--- src/rtl/core/slt_pkg.sv ---
// shared types, codes and character helpers of the small language tokenizer
package slt_pkg;

	localparam int unsigned MAX_WORD_LENGTH = 255;
	localparam int unsigned KEYWORD_LENGTH = 5;

	typedef enum logic [3:0] {
		KIND_TEXT    = 4'd0,
		KIND_EQUALS  = 4'd1,
		KIND_PLUS    = 4'd2,
		KIND_MINUS   = 4'd3,
		KIND_LPAREN  = 4'd4,
		KIND_RPAREN  = 4'd5,
		KIND_LOCAL   = 4'd6,
		KIND_IDENT   = 4'd7,
		KIND_INTEGER = 4'd8,
		KIND_ILLEGAL = 4'd9,
		KIND_EOF     = 4'd10
	} token_kind_t;

	typedef enum logic [2:0] {
		MODE_NONE = 3'b001,
		MODE_WORD = 3'b010,
		MODE_INT  = 3'b100
	} word_mode_t;

	typedef struct packed {
		token_kind_t kind;
		logic [7:0]  ch;
		logic [7:0]  len;
		logic        last;
	} token_t;

	localparam logic [7:0] CHAR_EQUALS = 8'h3d;
	localparam logic [7:0] CHAR_PLUS   = 8'h2b;
	localparam logic [7:0] CHAR_MINUS  = 8'h2d;
	localparam logic [7:0] CHAR_LPAREN = 8'h28;
	localparam logic [7:0] CHAR_RPAREN = 8'h29;

	function automatic logic [7:0] keyword_char(input logic [2:0] idx);
		logic [7:0] c;
		unique case (idx)
			3'd0: c = 8'h6c;
			3'd1: c = 8'h6f;
			3'd2: c = 8'h63;
			3'd3: c = 8'h61;
			3'd4: c = 8'h6c;
			default: c = 8'h00;
		endcase
		return c;
	endfunction

	function automatic logic is_space(input logic [7:0] c);
		return (c == 8'h20) || (c >= 8'h09 && c <= 8'h0d);
	endfunction

	function automatic logic is_digit(input logic [7:0] c);
		return (c >= 8'h30) && (c <= 8'h39);
	endfunction

	function automatic logic is_letter(input logic [7:0] c);
		return (c >= 8'h41 && c <= 8'h5a) || (c >= 8'h61 && c <= 8'h7a);
	endfunction

endpackage

--- src/rtl/core/slt_if.sv ---
// handshake channels of the tokenizer: character items in, token items out
interface slt_char_if;
	logic       valid;
	logic       ready;
	logic [7:0] char_code;
	logic       end_of_stream;

	modport source (output valid, output char_code, output end_of_stream, input ready);
	modport sink (input valid, input char_code, input end_of_stream, output ready);
endinterface

interface slt_token_if;
	logic       valid;
	logic       ready;
	logic [3:0] token_kind;
	logic [7:0] token_char;
	logic [7:0] word_length;
	logic       last_result;

	modport source (
		output valid, output token_kind, output token_char, output word_length,
		output last_result, input ready
	);
	modport sink (
		input valid, input token_kind, input token_char, input word_length,
		input last_result, output ready
	);
endinterface

--- src/rtl/core/slt_scan.sv ---
// scanner step: next word state and up to two token items for one character
module slt_scan #(
	parameter int unsigned MaxWordLength = slt_pkg::MAX_WORD_LENGTH,
	parameter int unsigned CountWidth    = $clog2(MaxWordLength + 1)
) (
	input  logic [7:0]              char_code,
	input  logic                    end_of_stream,
	input  slt_pkg::word_mode_t     mode,
	input  logic [CountWidth-1:0]   count,
	input  logic                    kw_ok,
	output slt_pkg::word_mode_t     mode_next,
	output logic [CountWidth-1:0]   count_next,
	output logic                    kw_ok_next,
	output logic                    any_result,
	output logic                    two_results,
	output slt_pkg::token_t         first,
	output slt_pkg::token_t         second
);

	localparam logic [CountWidth-1:0] CountMax = CountWidth'(MaxWordLength);
	localparam logic [CountWidth-1:0] KwLen    = CountWidth'(slt_pkg::KEYWORD_LENGTH);
	localparam logic [CountWidth-1:0] LenSat   = CountWidth'(255);

	logic                  letter;
	logic                  digit;
	logic                  space;
	logic                  in_word;
	logic                  continues;
	logic                  has_close;
	logic                  has_primary;
	logic [CountWidth-1:0] base_count;
	logic                  base_kw;
	logic                  add_kw;
	logic [CountWidth-1:0] add_count;
	slt_pkg::token_t       close_tok;
	slt_pkg::token_t       prim_tok;

	assign letter  = slt_pkg::is_letter(char_code);
	assign digit   = slt_pkg::is_digit(char_code);
	assign space   = slt_pkg::is_space(char_code);
	assign in_word = (mode == slt_pkg::MODE_WORD) || (mode == slt_pkg::MODE_INT);
	assign continues = !end_of_stream &&
		(((mode == slt_pkg::MODE_WORD) && (letter || digit)) ||
		 ((mode == slt_pkg::MODE_INT) && digit));

	// add one character onto either the running word or a fresh one
	assign base_count = continues ? count : '0;
	assign base_kw    = continues ? kw_ok : 1'b1;
	assign add_kw     = base_kw && (base_count < KwLen) &&
		(char_code == slt_pkg::keyword_char(base_count[2:0]));
	assign add_count  = (base_count < CountMax) ? base_count + 1'b1 : base_count;

	always_comb begin
		close_tok.ch   = 8'h00;
		close_tok.len  = (count > LenSat) ? 8'hff : 8'(count);
		close_tok.last = 1'b0;
		if (mode == slt_pkg::MODE_INT) begin
			close_tok.kind = slt_pkg::KIND_INTEGER;
		end else if (kw_ok && count == KwLen) begin
			close_tok.kind = slt_pkg::KIND_LOCAL;
		end else begin
			close_tok.kind = slt_pkg::KIND_IDENT;
		end
	end

	always_comb begin
		has_close   = 1'b0;
		has_primary = 1'b1;
		prim_tok    = '{kind: slt_pkg::KIND_TEXT, ch: char_code, len: 8'h00, last: 1'b1};
		mode_next   = slt_pkg::MODE_NONE;
		count_next  = '0;
		kw_ok_next  = 1'b1;
		if (end_of_stream) begin
			has_close     = in_word;
			prim_tok.kind = slt_pkg::KIND_EOF;
			prim_tok.ch   = 8'h00;
		end else if (continues) begin
			mode_next  = mode;
			count_next = add_count;
			kw_ok_next = add_kw;
		end else begin
			has_close = in_word;
			if (space) begin
				has_primary = 1'b0;
			end else if (letter || digit) begin
				mode_next  = letter ? slt_pkg::MODE_WORD : slt_pkg::MODE_INT;
				count_next = add_count;
				kw_ok_next = add_kw;
			end else begin
				prim_tok.ch = 8'h00;
				priority if (char_code == slt_pkg::CHAR_EQUALS) begin
					prim_tok.kind = slt_pkg::KIND_EQUALS;
				end else if (char_code == slt_pkg::CHAR_PLUS) begin
					prim_tok.kind = slt_pkg::KIND_PLUS;
				end else if (char_code == slt_pkg::CHAR_MINUS) begin
					prim_tok.kind = slt_pkg::KIND_MINUS;
				end else if (char_code == slt_pkg::CHAR_LPAREN) begin
					prim_tok.kind = slt_pkg::KIND_LPAREN;
				end else if (char_code == slt_pkg::CHAR_RPAREN) begin
					prim_tok.kind = slt_pkg::KIND_RPAREN;
				end else begin
					prim_tok.kind = slt_pkg::KIND_ILLEGAL;
					prim_tok.ch   = char_code;
				end
			end
		end
	end

	always_comb begin
		any_result  = has_close || has_primary;
		two_results = has_close && has_primary;
		second      = prim_tok;
		if (has_close) begin
			first      = close_tok;
			first.last = !has_primary;
		end else begin
			first = prim_tok;
		end
	end

endmodule

--- src/rtl/core/small_language_tokenizer_unit.sv ---
// small language tokenizer: one character item in, zero to two token items out
//
// chars channel: one item per character byte (char_code), or an end_of_stream
// item that closes any pending word and yields an eof token.
// tokens channel: token_kind, token_char, word_length and last_result, which
// marks the final token caused by one character item.
// the first token item of a character is presented the cycle after it is taken.
// throughput: one character per cycle while the receiver is ready; a character
// that both closes a word and yields a token of its own gives two items, and
// the second item holds the chars channel until the first item is taken.
// the token output register and a second-item holding register decouple the
// two sides: a new character is taken while the last token is being taken.
// when the receiver stalls, the current token holds and chars.ready drops
// while a token waits in the output register; nothing is lost or repeated.
// reset clears the word state (no word, count zero, keyword match armed) and
// empties the output registers.
module small_language_tokenizer_unit #(
	parameter int unsigned MaxWordLength = slt_pkg::MAX_WORD_LENGTH
) (
	input  logic               clk,
	input  logic               arst_n,
	slt_char_if.sink           chars,
	slt_token_if.source        tokens
);

	localparam int unsigned CountWidth = $clog2(MaxWordLength + 1);

	slt_pkg::word_mode_t   mode_q;
	logic [CountWidth-1:0] count_q;
	logic                  kw_ok_q;
	logic                  out_valid_q;
	logic                  pend_valid_q;
	slt_pkg::token_t       out_q;
	slt_pkg::token_t       pend_q;

	slt_pkg::word_mode_t   mode_next;
	logic [CountWidth-1:0] count_next;
	logic                  kw_ok_next;
	logic                  any_result;
	logic                  two_results;
	slt_pkg::token_t       first;
	slt_pkg::token_t       second;
	logic                  take_in;
	logic                  take_out;

	slt_scan #(
		.MaxWordLength(MaxWordLength),
		.CountWidth   (CountWidth)
	) u_scan (
		.char_code    (chars.char_code),
		.end_of_stream(chars.end_of_stream),
		.mode         (mode_q),
		.count        (count_q),
		.kw_ok        (kw_ok_q),
		.mode_next    (mode_next),
		.count_next   (count_next),
		.kw_ok_next   (kw_ok_next),
		.any_result   (any_result),
		.two_results  (two_results),
		.first        (first),
		.second       (second)
	);

	assign take_out    = out_valid_q && tokens.ready;
	assign chars.ready = !pend_valid_q && (!out_valid_q || tokens.ready);
	assign take_in     = chars.valid && chars.ready;

	assign tokens.valid       = out_valid_q;
	assign tokens.token_kind  = out_q.kind;
	assign tokens.token_char  = out_q.ch;
	assign tokens.word_length = out_q.len;
	assign tokens.last_result = out_q.last;

	always_ff @(posedge clk or negedge arst_n) begin
		if (!arst_n) begin
			mode_q       <= slt_pkg::MODE_NONE;
			count_q      <= '0;
			kw_ok_q      <= 1'b1;
			out_valid_q  <= 1'b0;
			pend_valid_q <= 1'b0;
		end else begin
			if (take_in) begin
				mode_q       <= mode_next;
				count_q      <= count_next;
				kw_ok_q      <= kw_ok_next;
				out_valid_q  <= any_result;
				pend_valid_q <= two_results;
			end else if (take_out) begin
				out_valid_q  <= pend_valid_q;
				pend_valid_q <= 1'b0;
			end
		end
	end

	always_ff @(posedge clk) begin
		if (take_in) begin
			out_q  <= first;
			pend_q <= second;
		end else if (take_out && pend_valid_q) begin
			out_q <= pend_q;
		end
	end

endmodule
--- src/flat_wrapper.sv ---
// flat-port wrapper written by rule: the top's interface ports become plain ports
module small_language_tokenizer_unit_flat 
#(
	parameter int unsigned MaxWordLength = slt_pkg::MAX_WORD_LENGTH
)
  (clk, arst_n, chars_valid, chars_char_code, chars_end_of_stream, chars_ready, tokens_valid, tokens_token_kind, tokens_token_char, tokens_word_length, tokens_last_result, tokens_ready);
  slt_char_if chars_i ();
  slt_token_if tokens_i ();
  input  logic clk;
  input  logic arst_n;
  input wire logic [$bits(chars_i.valid)-1:0] chars_valid;
  input wire logic [$bits(chars_i.char_code)-1:0] chars_char_code;
  input wire logic [$bits(chars_i.end_of_stream)-1:0] chars_end_of_stream;
  output wire logic [$bits(chars_i.ready)-1:0] chars_ready;
  output wire logic [$bits(tokens_i.valid)-1:0] tokens_valid;
  output wire logic [$bits(tokens_i.token_kind)-1:0] tokens_token_kind;
  output wire logic [$bits(tokens_i.token_char)-1:0] tokens_token_char;
  output wire logic [$bits(tokens_i.word_length)-1:0] tokens_word_length;
  output wire logic [$bits(tokens_i.last_result)-1:0] tokens_last_result;
  input wire logic [$bits(tokens_i.ready)-1:0] tokens_ready;
  assign chars_i.valid = chars_valid;
  assign chars_i.char_code = chars_char_code;
  assign chars_i.end_of_stream = chars_end_of_stream;
  assign chars_ready = chars_i.ready;
  assign tokens_valid = tokens_i.valid;
  assign tokens_token_kind = tokens_i.token_kind;
  assign tokens_token_char = tokens_i.token_char;
  assign tokens_word_length = tokens_i.word_length;
  assign tokens_last_result = tokens_i.last_result;
  assign tokens_i.ready = tokens_ready;
  small_language_tokenizer_unit #(.MaxWordLength(MaxWordLength)) u_core (.clk(clk), .arst_n(arst_n), .chars(chars_i), .tokens(tokens_i));
endmodule
--- config.mk ---
export PLATFORM = sky130hd
export DESIGN_NAME = small_language_tokenizer_unit_flat
export DESIGN_NICKNAME = d
export VERILOG_FILES = /design/src/rtl/core/slt_pkg.sv /design/src/rtl/core/slt_if.sv /design/src/rtl/core/slt_scan.sv /design/src/rtl/core/small_language_tokenizer_unit.sv /design/src/flat_wrapper.sv
export SDC_FILE = /design/constraint.sdc
export NUM_CORES = 1
export LEC_CHECK = 0
export BUFFER_PORTS_ARGS = -buffer_cell sky130_fd_sc_hd__buf_4
export CAP_MARGIN = 20
export CORE_MARGIN = 8
export CORE_UTILIZATION = 35
export DETAILED_ROUTE_END_ITERATION = 6
export GPL_ROUTABILITY_DRIVEN = 0
export SLEW_MARGIN = 10
export SYNTH_ARGS = -nofsm -noshare
export SYNTH_HDL_FRONTEND = slang
export SYNTH_HIERARCHICAL = 1
export SYNTH_SLANG_ARGS = --single-unit
export TNS_END_PERCENT = 20
--- constraint.sdc ---
create_clock -name clk -period 3.4 [get_ports clk]
set_clock_uncertainty 0.15 [all_clocks]
set_input_delay 0.34 -clock clk [delete_from_list [all_inputs] [get_ports clk]]
set_output_delay 0.34 -clock clk [all_outputs]
set_load 0.005 [all_outputs]
==> metrics.txt, run 1 <==
status complete, no violations; Post-Synthesis Cells 293; Primary FF master, synth edfxtp_1; Post-synth EDFFs 42; synth-to-layout area growth 12.16%; top post-synthesis cells by area edfxtp_1, mux2_4, dfrtp_1, nor2_1, and2_1; Max-cap violations 0; register bit total from synthesis 56; clock-pin slew on the worst setup and hold paths 0.10 ns; Reg2Reg Depth 11; FFs w/ async S/R, synth 0.2500; worst-margin pin slew 0.7894 ns; register area 1614 sq um; CTS root buf clkbuf_8; worst hold margin 0.1742 ns; Detailed Route Iter0 Violations 90; buffer count from post-CTS setup fixing 0; endpoint type of the worst setup path register; die span in x 115.0 microns; total track usage 0.09906; final worst setup slack 0.5897 ns; die height 115.0 microns; top cells by count, synth edfxtp_1, mux2_4, nor2_1, nand2_1; Setup WS pre-CTS 0.2914 ns; # clock sinks 56; RSZ-0062 raised after global routing no; TritonCTS buffer count 5; worst setup path end u_core/count_q[3]$_DFFE_PN0P_; wire per inst 14.24 microns; VDD IR-drop max 0.2103 mV; CP required 3.45 ns; Clock Latency Late Sink 0.31 ns; crit path launch chars_char_code[2]; Detail Route Antenna Nets 0; num ports 36; worst rel slew slack 0.4737; Yosys warning count 6; layout cells sized above 1 0.3067; PortBufs 35; vias per cell 4.924; max-slew violations 0; Fin Setup TNS 0 ns; PD cells 380.3 nW/um^2; Pint 1.106 mW; ant diodes 0; vias in the first global route 2181; CP Max Fanout 14; initial core utilization 0.3555; Final Hold Vio Count 0; register share of total power 0.556; number of cell rows 36; register area share after synthesis 0.4710; FF-to-FF End u_core/count_q[5]$_DFFE_PN0P_; Sw Ratio 0.2434; Final Setup Violations 0; Vias 2260; Clk pwr share 0.283; Netlist Area Pre-Place 3427 sq um; Synth cell types 66; Static Leakage 1.579 nW; H-tree depth 2; Synth top area share 0.3680; Synth area leader edfxtp_1; Die ar. 13210 sq um; iteration count of the initial detailed-routing pass 4; fin nets 342; r2r startpoint u_core/mode_q[2]$_DFFE_PN0P_; fmax 0.3558 GHz; Core ar. 9639 sq um; Hold Crit Depth 3; hold buffer count at CTS 1; first-pass GRT wire length 10470 microns; Fillers 965; CP Launch Type input port; multi-input logic area 1602 sq um; worst reg2reg setup slack 0.61 ns; Crit Path Category in -> reg; sw power 355.8 uW; CTS tree yes; total grt overflow 0; syn avg cell area 11.70 sq um; Total Wirelength 6536 microns; largest net degree at the start of global routing 25; DP HPWL 4720 microns; hold crit path type in -> reg; post-CTS sizing 0; Gate power share 0.161; Max Root-Sink Buffers 2; top-count cell post-synth edfxtp_1; min cycle time layout 2.810 ns; Worst EP arrival 2.86 ns; final worst path period share 0.8266; DRC viols 0; initial antenna violation count 0
-- power groups by stage --
| stage | Sequential (mW) | Combinational (mW) | Clock, mW |
|---|---|---|---|
| after CTS | 0.813 | 0.238 | 0.429 |
| final | 0.812 | 0.235 | 0.414 |
| after detailed placement | 0.828 | 0.237 | 0 |
| after floorplan | 0.827 | 0.171 | 0 |
| after global placement | 0.827 | 0.234 | 0 |
| after global routing | 0.817 | 0.257 | 0.450 |
-- cells by family (layout without fill, tap and decap cells) --
kind of cell | Yosys count | in the layout | synth area share
adders and majority gates | 4 | 4 | 0.01460
DFF | 56 | 56 | 0.4710
other | 2 | 9 | 0.002191
AOI/OAI and AO/OA | 49 | 49 | 0.1000
buffers and inverters | 34 | 60 | 0.07046
xor gates and xnor gates | 5 | 5 | 0.01278
muxes | 35 | 35 | 0.1464
and+or+nand+nor | 108 | 108 | 0.1826
-- final cells by class --
class	count	share of cell area
clock buffers	7	0.02539
repair buffers	42	0.08268
inverters	10	0.009766
well taps	133	0.04329
multi-input cells	210	0.4167
clock inverters	1	0.002279
flip-flops and latches	56	0.4199
-- placed cells by master (no fill, tap or decap), types with 4 or more instances in the layout --
cell,netlist,routed
edfxtp_1,42,42
buf_4,9,41
mux2_4,29,29
nor2_1,22,22
nand2_1,13,13
dfrtp_1,12,12
and2_1,12,12
o21ai_0,10,10
a21oi_1,10,9
conb_1,2,9
inv_1,8,8
nor3_1,8,8
nor2b_1,8,8
nand3_1,7,7
and3_1,6,6
nand4_1,6,6
clkbuf_8,0,5
mux2_2,4,4
nor4_1,4,4
o31ai_1,4,4
ha_1,4,4
-- flip-flops by register name, indices dropped and copies added, names as in the netlist --
register / flops
u_core/count_q: 8
u_core/kw_ok_q: 1
u_core/mode_q: 3
u_core/pend_q: 21
u_core/pend_valid_q: 1
u_core/tokens.last_result: 1
u_core/tokens.token_char: 8
u_core/tokens.token_kind: 4
u_core/tokens.valid: 1
u_core/tokens.word_length: 8
-- per-stage QoR --
step	instance area (sq um)	power, mW	std cells	utilization
floorplan	3453	0.9980	300	-
global placement	3727	1.060	450	0.3867
detailed placement	3727	1.065	450	0.3867
CTS	3844	1.480	459	0.3988
global route	3844	1.525	459	0.3988
finish	3844	1.462	459	0.3988
-- worst max-delay path, cell delays in order --
cell and delay (ns):
buf_4 0.16, o21ai_1 0.18, and4_1 0.28, and3_1 0.18, o211ai_2 0.11, inv_2 0.09
and2_1 0.17, ha_1 0.24, and3_1 0.24, nand3_1 0.23, nand4_1 0.18, xor2_1 0.15
nor2_1 0.05, mux2_2 0.25
-- worst min-delay path by stage --
stage,start,end,slack (ns)
4_1_cts,tokens_ready,u_core/pend_valid_q$_DFFE_PN0P_,0.17
6_report,chars_valid,u_core/tokens.valid$_DFFE_PN0P_,0.17
3_5_place_dp,arst_n,u_core/count_q[7]$_DFFE_PN0P_,0.06
3_3_place_gp,arst_n,u_core/count_q[7]$_DFFE_PN0P_,0.06
5_1_grt,tokens_ready,u_core/pend_valid_q$_DFFE_PN0P_,0.18
2_1_floorplan,arst_n,u_core/count_q[0]$_DFFE_PN0P_,-0.11
-- layer usage --
metal	vias to the layer above	part of all wire	track usage	wire, microns
li1	1116	-	-	-
met1	1087	0.44	0.1186	2862
met2	51	0.51	0.1746	3342
met3	6	0.042	0.01523	274
met4	0	0.0086	0.03765	56
met5	-	0	0	0
Note: power is estimated with default switching activity, not from simulation.
==> inputs of run 2 (changes only) <==
==> constraint.sdc (replaced) <==
create_clock -name clk -period 2.41 [get_ports clk]
set_clock_uncertainty 0.15 [all_clocks]
set_input_delay 0.241 -clock clk [delete_from_list [all_inputs] [get_ports clk]]
set_output_delay 0.241 -clock clk [all_outputs]
set_load 0.005 [all_outputs]
==> run 2 against run 1 <==
  * Design area grew 11%
  * Die area unchanged
  * Hold slack got worse by 0.097 ns
  * Core utilization rose by 4.5 points
  * Critical endpoint is now u_core/count_q[5]$_DFFE_PN0P_
  * Highest routed layer unchanged
==> metrics.txt, run 2 (synthesized netlist as in run 1, its figures left out) <==
endpoint type of the worst setup path register; Fillers 926 (-4.0%); max FFs per register 21 (unchanged); num ports 36 (unchanged); wire per inst 14.22 microns (-0.14%); Die ar. 13210 sq um (unchanged); Max Root-Sink Buffers 2 (unchanged); CP required 2.52 ns (-0.93 ns); largest net degree at the start of global routing 22 (-12%); Reg2Reg Depth 12 (+1); Detailed Route Iter0 Violations 96 (+6.7%); CP Launch Type register; Core ar. 9639 sq um (unchanged); Max-cap violations 0 (unchanged); Setup WS pre-CTS -0.3694 ns (-0.6608 ns); first-pass GRT wire length 11380 microns (+8.6%); register area 1614 sq um (unchanged); # clock sinks 56 (unchanged); commonest cells after routing, fill and taps aside buf_4, edfxtp_1, mux2_4; ant diodes 0 (unchanged); PortBufs 35 (unchanged); hold crit path type in -> reg; Pwr Total 2.056 mW (+41%); DP HPWL 5353 microns (+13%); vias per cell 4.875 (-0.98%); die span in x 115.0 microns (unchanged); status complete, no violations; H-tree depth 2 (unchanged); worst reg2reg setup slack 0.008 ns (-0.60 ns); multi-input logic area 1749 sq um (+9.2%); leading cell type in the layout, fill and taps excluded buf_4; total grt overflow 0 (unchanged); Total Wirelength 7067 microns (+8.1%); number of cell rows 36 (unchanged); fin area 4282 sq um (+11%); initial antenna violation count 0 (unchanged); Clock Latency Late Sink 0.31 ns (about the same); Final Hold Vio Count 0 (unchanged); largest reg by FF count u_core/pend_q; clock-pin slew on the worst setup and hold paths 0.10 ns (about the same); worst setup path end u_core/count_q[5]$_DFFE_PN0P_; Static Leakage 1.764 nW (+12%); placed instance area 4066 sq um (+9.1%); CTS tree yes; max-slew violations 0 (unchanged); total track usage 0.1071 (+0.008067); min cycle time layout 2.402 ns; r2r startpoint u_core/mode_q[1]$_DFFE_PN0P_; iteration count of the initial detailed-routing pass 6 (+2); synth-to-layout area growth 24.94%; Crit Path Category reg -> reg; PD cells 480.3 nW/um^2 (+26%); fmax 0.4163 GHz; Detail Route Antenna Nets 0 (unchanged); TritonCTS buffer count 5 (unchanged); DRC viols 0 (unchanged); RSZ-0062 raised after global routing yes; CP Max Fanout 7 (-7); CTS root buf clkbuf_8; fin nets 380 (+11%); die height 115.0 microns (unchanged); vias in the first global route 2396 (+9.9%); Vias 2423 (+7.2%); initial core utilization 0.3555 (unchanged); Final Setup Violations 0 (unchanged); Hold Startpoint chars_valid; final worst path period share 0.9967; FF-to-FF End u_core/count_q[5]$_DFFE_PN0P_; crit path launch u_core/mode_q[1]$_DFFE_PN0P_; final worst setup slack 0.008035 ns (-0.5816 ns); layout cells sized above 1 0.4505 (+0.1438); VDD IR-drop max 0.1991 mV (-5.3%); Worst EP arrival 2.52 ns (-0.34 ns)
-- run 2: critical path, stage by stage (launching register included) --
cell	delay [ns]
dfrtp_1	0.37
inv_2	0.05
and3_4	0.17
o211ai_4	0.17
inv_2	0.09
and2_4	0.19
ha_4	0.17
and3_4	0.19
nand3_4	0.12
nand2_2	0.07
or3_4	0.33
a21oi_2	0.14
mux2_4	0.14
-- run 2: power by group --
group | internal [mW] | total (mW) | switching (mW)
clock network | 0.236 | 0.532 | 0.296
registers | 1.12 | 1.14 | 0.0245
logic | 0.202 | 0.380 | 0.179
-- run 2: how the worst min path moves through the flow --
stage,end,slack [ns],depth (start not counted)
floorplan,u_core/count_q[0]$_DFFE_PN0P_,-0.20,0
global placement,u_core/count_q[6]$_DFFE_PN0P_,-0.04,1
detailed placement,u_core/count_q[6]$_DFFE_PN0P_,-0.04,1
CTS,u_core/tokens.valid$_DFFE_PN0P_,0.07,3
global route,u_core/pend_valid_q$_DFFE_PN0P_,0.09,3
finish,u_core/tokens.valid$_DFFE_PN0P_,0.08,3
-- run 2: final cells by class --
class	count	area share
clock buffers	7	0.02016
clock inverters	1	0.002046
inverters	10	0.008767
multi-input cells	210	0.4085
flip-flops and latches	56	0.3770
well taps	133	0.03887
repair buffers	80	0.1447
-- run 2: layer usage --
layer,global-route usage,up-vias,part of all wire
met1,0.1204,1187,0.42
met2,0.1964,28,0.53
li1,-,1201,-
met5,0,-,0
met4,0.03765,0,0.013
met3,0.02101,7,0.032
-- run 2: timing repair --
| action | in CTS | in global routing |
|---|---|---|
| resized for setup | 12 | 10 |
| buffers inserted | 1 | 2 |
| endpoints found under the setup margin | 1 | 6 |
| hold buffers | 1 | 0 |
| endpoints found under the hold margin | 14 | 0 |
| pin swaps | 6 | 7 |
-- run 2: per-stage QoR --
stage / setup TNS, ns / cells / hold slack, ns / utilization
CTS: 0 / 495 / 0.07152 / 0.4386
finish: 0 / 497 / 0.07721 / 0.4442
global placement: -1.858 / 485 / -0.04341 / 0.4219
detailed placement: -2.424 / 485 / -0.04253 / 0.4219
global route: -0.2420 / 497 / 0.08812 / 0.4442
floorplan: -0.6114 / 300 / -0.2046 / -
==> inputs of run 3 (changes only) <==
--- a/config.mk
+++ b/config.mk
@@ -11,6 +11,7 @@
 export CORE_UTILIZATION = 35
 export DETAILED_ROUTE_END_ITERATION = 6
 export GPL_ROUTABILITY_DRIVEN = 0
+export MAX_ROUTING_LAYER = met4
 export SLEW_MARGIN = 10
 export SYNTH_ARGS = -nofsm -noshare
 export SYNTH_HDL_FRONTEND = slang
==> run 3 against run 2 <==
  * Flip-flop and latch count unchanged
  * Critical path depth unchanged
  * Routed wire length increased by 0.17%
  * Core utilization unchanged
  * Combinational power about the same
  * Register-to-register slack about the same
  * Sequential share of layout area unchanged
  * Power about the same
  * Critical endpoint unchanged
==> metrics.txt, run 3 (synthesized netlist as in run 1, its figures left out) <==
Core Util, Final 0.4442 (unchanged); leading cell type in the layout, fill and taps excluded buf_4; Detailed Route Iter0 Violations 106 (+10%); placed cells 485 (unchanged); Clock Latency Late Sink 0.31 ns (about the same); Pint 1.557 mW (about the same); CP Max Fanout 7 (unchanged); register share of total power 0.557 (about the same); Max-cap violations 0 (unchanged); Static Leakage 1.764 nW (unchanged); CP required 2.52 ns (about the same); CTS tree yes; fmax 0.4164 GHz (about the same); H-tree depth 2 (unchanged); PortBufs 35 (unchanged); Die ar. 13210 sq um (unchanged); commonest cells after routing, fill and taps aside buf_4, edfxtp_1, mux2_4; layout cells sized above 1 0.4505 (unchanged); placed instance area 4066 sq um (unchanged); die span in x 115.0 microns (unchanged); number of cell rows 36 (unchanged); synth-to-layout area growth 24.94% (unchanged); worst hold margin 0.07943 ns (+0.002217 ns); iteration count of the initial detailed-routing pass 5 (-1); vias per cell 4.865 (-0.21%); DRC viols 0 (unchanged); VDD IR-drop max 0.2000 mV (+0.48%); vias in the first global route 2381 (-0.63%); min cycle time layout 2.402 ns (-0.0001432 ns); largest net degree at the start of global routing 22 (unchanged); Layout Cells excl Fill 497 (unchanged); status complete, no violations; CTS root buf clkbuf_8; Core ar. 9639 sq um (unchanged); endpoint type of the worst setup path register; CP Launch Type register; total grt overflow 0 (unchanged); Pwr Total 2.055 mW (about the same); TritonCTS buffer count 5 (unchanged); Setup WS pre-CTS -0.3694 ns (unchanged); final worst setup slack 0.008178 ns (+0.0001432 ns); Clk pwr share 0.259 (about the same); register area 1614 sq um (unchanged); Max Root-Sink Buffers 2 (unchanged); Fin Setup TNS 0 ns (unchanged); first-pass GRT wire length 11410 microns (+0.24%); Worst EP arrival 2.51 ns (about the same); Total Wirelength 7079 microns (+0.17%); RSZ-0062 raised after global routing yes; clock-pin slew on the worst setup and hold paths 0.10 ns (about the same); Fillers 926 (unchanged); max FFs per register 21 (unchanged); Hold Startpoint chars_valid; Sw Ratio 0.2425 (-0.0004437); fin area 4282 sq um (unchanged); multi-input logic area 1749 sq um (unchanged); hold crit path type in -> reg; initial core utilization 0.3555 (unchanged); PD cells 480.0 nW/um^2 (about the same); DP HPWL 5353 microns (unchanged); sw power 498.4 uW (-0.24%); ant diodes 0 (unchanged); max-slew violations 0 (unchanged); largest reg by FF count u_core/pend_q; final worst path period share 0.9966 (about the same); total track usage 0.1105 (+0.003365); num ports 36 (unchanged); die height 115.0 microns (unchanged); # clock sinks 56 (unchanged); r2r startpoint u_core/mode_q[1]$_DFFE_PN0P_; Crit Path Category reg -> reg; wire per inst 14.24 microns (+0.17%); initial antenna violation count 0 (unchanged); Gate power share 0.185 (about the same); crit path launch u_core/mode_q[1]$_DFFE_PN0P_; Vias 2418 (-0.21%); Final Setup Violations 0 (unchanged); Detail Route Antenna Nets 0 (unchanged); Final Hold Vio Count 0 (unchanged); fin nets 380 (unchanged)
## run 3: cell counts in the layout (fill, tap and decap cells not counted)
Identical to the previous run, type by type.
## run 3: critical path, cell delays in order (launching register included)
cell and delay, ns:
dfrtp_1 0.37, inv_2 0.05, and3_4 0.17, o211ai_4 0.17, inv_2 0.09, and2_4 0.19
ha_4 0.17, and3_4 0.19, nand3_4 0.12, nand2_2 0.07, or3_4 0.33, a21oi_2 0.14
mux2_4 0.14
## run 3: routing by layer
layer	vias up	wire length, microns	part of all wire	track usage
li1	1197	-	-	-
met1	1186	2945	0.42	0.1217
met2	31	3824	0.54	0.1956
met3	4	235	0.033	0.02101
met4	0	74	0.010	0.03765
met5	-	0	0	-
## run 3: area by class of cell
| class | count | share of cell area |
|---|---|---|
| Sequential cell | 56 | 0.3770 |
| Timing Repair Buffer | 80 | 0.1447 |
| Clock inverter | 1 | 0.002046 |
| Inverter | 10 | 0.008767 |
| Clock buffer | 7 | 0.02016 |
| Tap cell | 133 | 0.03887 |
| Multi-Input combinational cell | 210 | 0.4085 |
## run 3: power by group through the flow
stage / Clock [mW] / Sequential (mW) / Combinational (mW)
floorplan: 0 / 1.17 / 0.246
global placement: 0 / 1.16 / 0.376
detailed placement: 0 / 1.16 / 0.379
CTS: 0.559 / 1.14 / 0.383
global route: 0.586 / 1.15 / 0.411
finish: 0.531 / 1.14 / 0.380
## run 3: timing repair
item                                   in CTS  in global routing
hold buffers                                1                  0
pin swaps                                   6                  7
resized for setup                          12                 10
buffers inserted                            1                  2
endpoints found under the hold margin      14                  0
setup endpoints to repair                   1                  6
## run 3: path summary, 6_finish.rpt
check | endpoint | slack, ns | cells after the start
hold / removal | u_core/tokens.valid$_DFFE_PN0P_ | 0.08 | 3
min in group asynchronous | u_core/count_q[6]$_DFFE_PN0P_ | 0.15 | 2
max in group asynchronous | u_core/mode_q[0]$_DFFE_PN1P_ | 1.71 | 2
setup reg to reg | u_core/count_q[5]$_DFFE_PN0P_ | 0.008 | 12
setup / recovery | u_core/count_q[5]$_DFFE_PN0P_ | 0.008 | 12
hold reg to reg | u_core/tokens.token_char[0]$_DFFE_PP_ | 0.39 | 1
